[src/cmi_pkg.sv]
package cmi_pkg;

  localparam int CMI_DEPTH     = 256;
  localparam int ADDR_BITS     = $clog2(CMI_DEPTH);
  localparam int SIZE_BITS     = ADDR_BITS + 1;
  localparam int SAMPLE_BITS   = 32;
  localparam int VAL_BITS      = SAMPLE_BITS + 1;
  localparam int CH_BITS       = 16;
  localparam int FRAC_BITS     = 16;
  localparam int T_BITS        = VAL_BITS + ADDR_BITS;
  localparam int ACC_BITS      = CH_BITS + FRAC_BITS + 1;
  localparam int CFG_DATA_BITS = (SAMPLE_BITS > SIZE_BITS) ? SAMPLE_BITS : SIZE_BITS;
  localparam int CFG_IDX_BITS  = 3;
  localparam int FUNC_BITS     = 2;
  localparam int DIV_STEPS     = ADDR_BITS + FRAC_BITS;
  localparam int DIV_CNT_BITS  = $clog2(DIV_STEPS);

  localparam logic [FRAC_BITS:0] FRAC_ONE = {1'b1, {FRAC_BITS{1'b0}}};

  localparam logic [FUNC_BITS-1:0] FUNC_WRITE = 2'd0;
  localparam logic [FUNC_BITS-1:0] FUNC_SCAN  = 2'd1;
  localparam logic [FUNC_BITS-1:0] FUNC_MAP   = 2'd2;

  localparam logic [CFG_IDX_BITS-1:0] CFG_USE_GIVEN = 3'd0;
  localparam logic [CFG_IDX_BITS-1:0] CFG_GIVEN_MIN = 3'd1;
  localparam logic [CFG_IDX_BITS-1:0] CFG_GIVEN_MAX = 3'd2;
  localparam logic [CFG_IDX_BITS-1:0] CFG_MAG_MODE  = 3'd3;
  localparam logic [CFG_IDX_BITS-1:0] CFG_MAP_SIZE  = 3'd4;

  typedef struct packed {
    logic [CH_BITS-1:0] red;
    logic [CH_BITS-1:0] green;
    logic [CH_BITS-1:0] blue;
  } entry_t;

  typedef struct packed {
    logic [ADDR_BITS-1:0] k;
    logic [FRAC_BITS:0]   frac;
  } div_res_t;

endpackage

[src/cmi_divider.sv]
module cmi_divider (
  input  logic                          clk_i,
  input  logic                          rst_ni,
  input  logic                          start_i,
  input  logic [cmi_pkg::T_BITS-1:0]    t_i,
  input  logic [cmi_pkg::VAL_BITS-1:0]  d_i,
  input  logic [cmi_pkg::ADDR_BITS-1:0] nm1_i,
  output logic                          done_o,
  output cmi_pkg::div_res_t             res_o
);
  import cmi_pkg::*;

  localparam logic [DIV_CNT_BITS-1:0] INT_LAST  = DIV_CNT_BITS'(ADDR_BITS - 1);
  localparam logic [DIV_CNT_BITS-1:0] FRAC_LAST = DIV_CNT_BITS'(DIV_STEPS - 1);

  logic                    run_q;
  logic                    done_q;
  logic [DIV_CNT_BITS-1:0] cnt_q;
  logic [T_BITS-1:0]       rem_q;
  logic [T_BITS-1:0]       dsh_q;
  logic [ADDR_BITS-1:0]    quo_q;
  logic [FRAC_BITS:0]      frac_q;
  logic [ADDR_BITS-1:0]    nm1_q;

  logic                    int_phase;
  logic [T_BITS-1:0]       opa;
  logic [T_BITS:0]         diff;
  logic                    ge;
  logic [ADDR_BITS-1:0]    quo_n;

  // one compare-subtract per cycle: quotient bits first, then fraction bits
  assign int_phase = (cnt_q <= INT_LAST);
  assign opa       = int_phase ? rem_q : {rem_q[T_BITS-2:0], 1'b0};
  assign diff      = {1'b0, opa} - {1'b0, dsh_q};
  assign ge        = ~diff[T_BITS];
  assign quo_n     = {quo_q[ADDR_BITS-2:0], ge};

  always_ff @(posedge clk_i or negedge rst_ni) begin
    if (!rst_ni) begin
      run_q  <= 1'b0;
      done_q <= 1'b0;
      cnt_q  <= '0;
    end else begin
      done_q <= 1'b0;
      if (start_i) begin
        run_q <= 1'b1;
        cnt_q <= '0;
      end else if (run_q) begin
        cnt_q <= cnt_q + 1'b1;
        if ((cnt_q == INT_LAST && quo_n == nm1_q) || cnt_q == FRAC_LAST) begin
          run_q  <= 1'b0;
          done_q <= 1'b1;
        end
      end
    end
  end

  always_ff @(posedge clk_i) begin
    if (start_i) begin
      rem_q  <= t_i;
      dsh_q  <= T_BITS'(d_i) << (ADDR_BITS - 1);
      quo_q  <= '0;
      frac_q <= '0;
      nm1_q  <= nm1_i;
    end else if (run_q) begin
      rem_q <= ge ? diff[T_BITS-1:0] : opa;
      if (int_phase) begin
        if (cnt_q != INT_LAST) begin
          dsh_q <= dsh_q >> 1;
        end
        // sample at the top of the range: clamp to the last segment, full fraction
        if (cnt_q == INT_LAST && quo_n == nm1_q) begin
          quo_q  <= nm1_q - 1'b1;
          frac_q <= FRAC_ONE;
        end else begin
          quo_q <= quo_n;
        end
      end else begin
        frac_q <= {frac_q[FRAC_BITS-1:0], ge};
      end
    end
  end

  assign done_o     = done_q;
  assign res_o.k    = quo_q;
  assign res_o.frac = frac_q;

  a_done_k_below_top: assert property (@(posedge clk_i) disable iff (!rst_ni)
    done_o |-> (res_o.k < nm1_q))
    else $error("segment index past last segment");

  a_done_frac_bound: assert property (@(posedge clk_i) disable iff (!rst_ni)
    done_o |-> (res_o.frac <= FRAC_ONE))
    else $error("fraction above one");

  a_done_idle: assert property (@(posedge clk_i) disable iff (!rst_ni)
    done_o |-> !run_q)
    else $error("divider still running at done");

endmodule

[config.mk]
export PLATFORM = sky130hd
export DESIGN_NAME = cmi_divider
export DESIGN_NICKNAME = d
export VERILOG_FILES = /design/src/cmi_pkg.sv /design/src/cmi_divider.sv
export SDC_FILE = /design/constraint.sdc
export NUM_CORES = 1
export LEC_CHECK = 0
export ABC_AREA = 1
export BUFFER_PORTS_ARGS = -buffer_cell sky130_fd_sc_hd__buf_2
export CAP_MARGIN = 25
export CORE_UTILIZATION = 64
export DETAILED_ROUTE_END_ITERATION = 7
export GPL_ROUTABILITY_DRIVEN = 0
export HOLD_SLACK_MARGIN = 0.15
export PLACE_DENSITY = 0.87
export SLEW_MARGIN = 30
export SYNTH_ARGS = -nofsm -noshare
export SYNTH_HDL_FRONTEND = slang
export SYNTH_SLANG_ARGS = --single-unit
[constraint.sdc]
create_clock -name clk_i -period 10.7 [get_ports clk_i]
set_input_delay 1.605 -clock clk_i [delete_from_list [all_inputs] [get_ports clk_i]]
set_output_delay 1.605 -clock clk_i [all_outputs]
set_load 0.02 [all_outputs]
==> flow_metrics.tcl <==
set metrics [dict create \
    fin_crit_sh_pct 46.0 \
    irDropWorstVdd_mv 0.176 \
    ant_nets 0 \
    relSlewSlack_pct 46.6 \
    ys_types 44 \
    drv_cap 0 \
    fp.dieH_um 120 \
    grt_overflow_total 0 \
    syn_inst 1253 \
    clk_latency_ns 0.43 \
    cp-start-kind "register" \
    holdCritPathClass "register to register" \
    cts-root-buf "clkbuf_16" \
    final_cell_mix "nand2_1 (364), inv_1 (149), buf_2 (109)" \
    die_w_um 120 \
    wl_per_cell_um 16.2 \
    core-area_um2 13500 \
    antenna_cells 0 \
    cts-resized-gates 0 \
    topRoutingLayerUsed "met4" \
    synth_area_per_cell_um2 7.15 \
    finalWorstPathRequiredPeriod_ns 4.93 \
    grt_util_all_layers_pct 35.2 \
    tns_ns 0 \
    grt_max_degree 72 \
    synth_nets 1381 \
    ys_seq_area_share_pct 36.6 \
    met2_length_um 11600 \
    clk_pin_slew_ns 0.06 \
    worst_pin_slew_ns 0.798 \
    vias 9131 \
    rsz0062_at_grt "no" \
    synth_edf_count 82 \
    post-cts-setup-buffers 0 \
    cellPowerDensity_nw_per_um2 277 \
    port-buffer-count 110 \
    whs_ns 0.465 \
    maxSlewViolCount 0 \
    synth_warnings 0 \
    layout_commonest_cell "nand2_1" \
    cts_hold_buf 0 \
    p_leak_nw 4.86 \
    grt_pass1_vias 8608 \
    critPathRequiredTime_ns 10.89 \
    wl_met1_um 9690 \
    max_freq_ghz 0.203 \
    syn2layout_area_growth_pct 13.5 \
    p_total_mw 2.81 \
    htree_levels 4 \
    worstSetupPathType "register to register" \
    synth_ff_type "edfxtp_1" \
    drtIter0Drc 945 \
    die_area_um2 14500 \
    nNetsFinal 1472 \
    postRouteWirelength_um 24900 \
    setup_ws_ns 5.77 \
    ctsLongestPathBuffers 2 \
    place_ws_ns 6.02 \
    final_layout_size_suffix_gt1_share_pct 14.1 \
    yosys_register_bits 121 \
    syn-cell-area_um2 8960 \
    status "completed" \
    nFillCells 1063 \
    skew_ns 0.00738 \
    cts_tree "yes" \
    cts_sinks 121 \
    crit_path_end_kind "register" \
    wl_met3_um 2350 \
    design_area_um2 10200 \
    post-dp-hpwl_um 17800 \
    cp_max_fo 69 \
    critPathArrivalTime_ns 5.11 \
    antenna_found_initial 0 \
    placementRows 42 \
    cts_buffers 17 \
    viasPerCell 5.96 \
    ioPinCount 111 \
    hold_violations 0 \
    async_reset_ff_share_pct 5.79 \
    setup_violations 0 \
    firstDrtPassIters 7 \
    initial_utilization_pct 66.6 \
    grt_first_pass_wirelength_um 40000 \
    postPlaceCellArea_um2 9580 \
    drc 0 \
]
layer usage:
layer,GRT usage (%),vias up
li1,-,4348
met2,58.5,556
met5,0,-
met4,21.3,0
met1,42.1,4117
met3,6.93,110
kinds of logic after synthesis:
kind of cell	synth area share [%]
buffers and inverters	8.55
adder cells (fa/ha/maj)	6.09
flip-flops	36.6
AO/OA/AOI/OAI	17.8
XOR/XNOR	3.81
AND/OR/NAND/NOR	27.2
metrics by stage:
step,utilization [%],instances
after detailed placement,71.2,1501
final,75.6,1533
after CTS,75.5,1533
after global routing,75.6,1533
after global placement,71.2,1501
after floorplan,-,1253
cell type report:
| class | count | area (um^2) | share of cell area [%] |
|---|---|---|---|
| well taps | 176 | 220 | 2.17 |
| flip-flops and latches | 121 | 3280 | 32.2 |
| repair buffers | 117 | 606 | 5.96 |
| multi-input cells | 936 | 4910 | 48.3 |
| inverters | 151 | 567 | 5.58 |
| clock inverters | 13 | 116 | 1.14 |
| clock buffers | 19 | 464 | 4.57 |
power by group:
part | switching (mW) | total [mW] | internal [mW]
logic | 1.03 | 1.55 | 0.521
clock network | 0.247 | 0.573 | 0.327
registers | 0.0556 | 0.688 | 0.633
total | 1.33 | 2.81 | 1.48
worst paths after layout:
kind,startpoint,endpoint,slack (ns),depth (start not counted)
max,cnt_q[0]$_DFFE_PN0P_,rem_q[0]$_DFFE_PP_,5.77,20
min,frac_q[16]$_SDFFE_PP0P_,frac_q[16]$_SDFFE_PP0P_,0.47,2
max reg2reg,cnt_q[0]$_DFFE_PN0P_,rem_q[0]$_DFFE_PP_,5.77,20
min reg2reg,frac_q[16]$_SDFFE_PP0P_,frac_q[16]$_SDFFE_PP0P_,0.47,2
max in group asynchronous,rst_ni,cnt_q[4]$_DFFE_PN0P_,9.55,1
min in group asynchronous,rst_ni,done_o$_DFF_PN0_,1.00,1
cells in the mapped netlist (2+ instances only):
cell type | number | area (um^2)
nand2_1 | 364 | 1370
inv_1 | 149 | 559
nor2_1 | 106 | 398
o21ai_0 | 96 | 480
a21oi_1 | 88 | 440
edfxtp_1 | 82 | 2460
nand3_1 | 52 | 260
ha_1 | 42 | 526
clkbuf_1 | 35 | 131
o31ai_1 | 33 | 248
dfxtp_1 | 32 | 641
xor2_1 | 30 | 263
nand2_2 | 14 | 87.6
nand4_1 | 13 | 81.3
o21bai_1 | 11 | 82.6
a21o_1 | 9 | 67.6
a21oi_2 | 9 | 78.8
xnor2_1 | 9 | 78.8
a31oi_1 | 7 | 43.8
dfrtp_1 | 7 | 175
nor3_1 | 7 | 35.0
buf_2 | 6 | 30.0
nor4_1 | 6 | 37.5
nand2_4 | 5 | 56.3
nand3_2 | 5 | 50.1
o211ai_1 | 5 | 37.5
a21boi_0 | 4 | 30.0
o21ai_1 | 4 | 20.0
buf_4 | 3 | 22.5
o21a_1 | 3 | 22.5
or2_2 | 3 | 18.8
nor2_2 | 2 | 12.5
critical path, cell delays in order, from the launching register on:
cell	delay, ns
dfrtp_1	0.39
ha_1	0.19
nand2_1	0.10
inv_2	0.08
nand2_2	0.07
nand2_4	0.40
inv_1	0.09
buf_4	0.28
o21ai_0	0.50
ha_1	0.40
nand2_1	0.08
nand2_1	0.07
nand3_1	0.09
nand2_1	0.11
a21oi_1	0.22
nor2_2	0.09
nor2_4	0.13
nand2_4	0.40
inv_1	0.63
nand2_1	0.10
a22o_1	0.22
flip-flops by register name, summed over array words and instances (netlist names):
register	cells
frac_q	17
quo_q	8
run_q	1
cnt_q	5
done_o	1
nm1_q	8
rem_q	41
dsh_q	40
(Power assumes the default switching activity.)
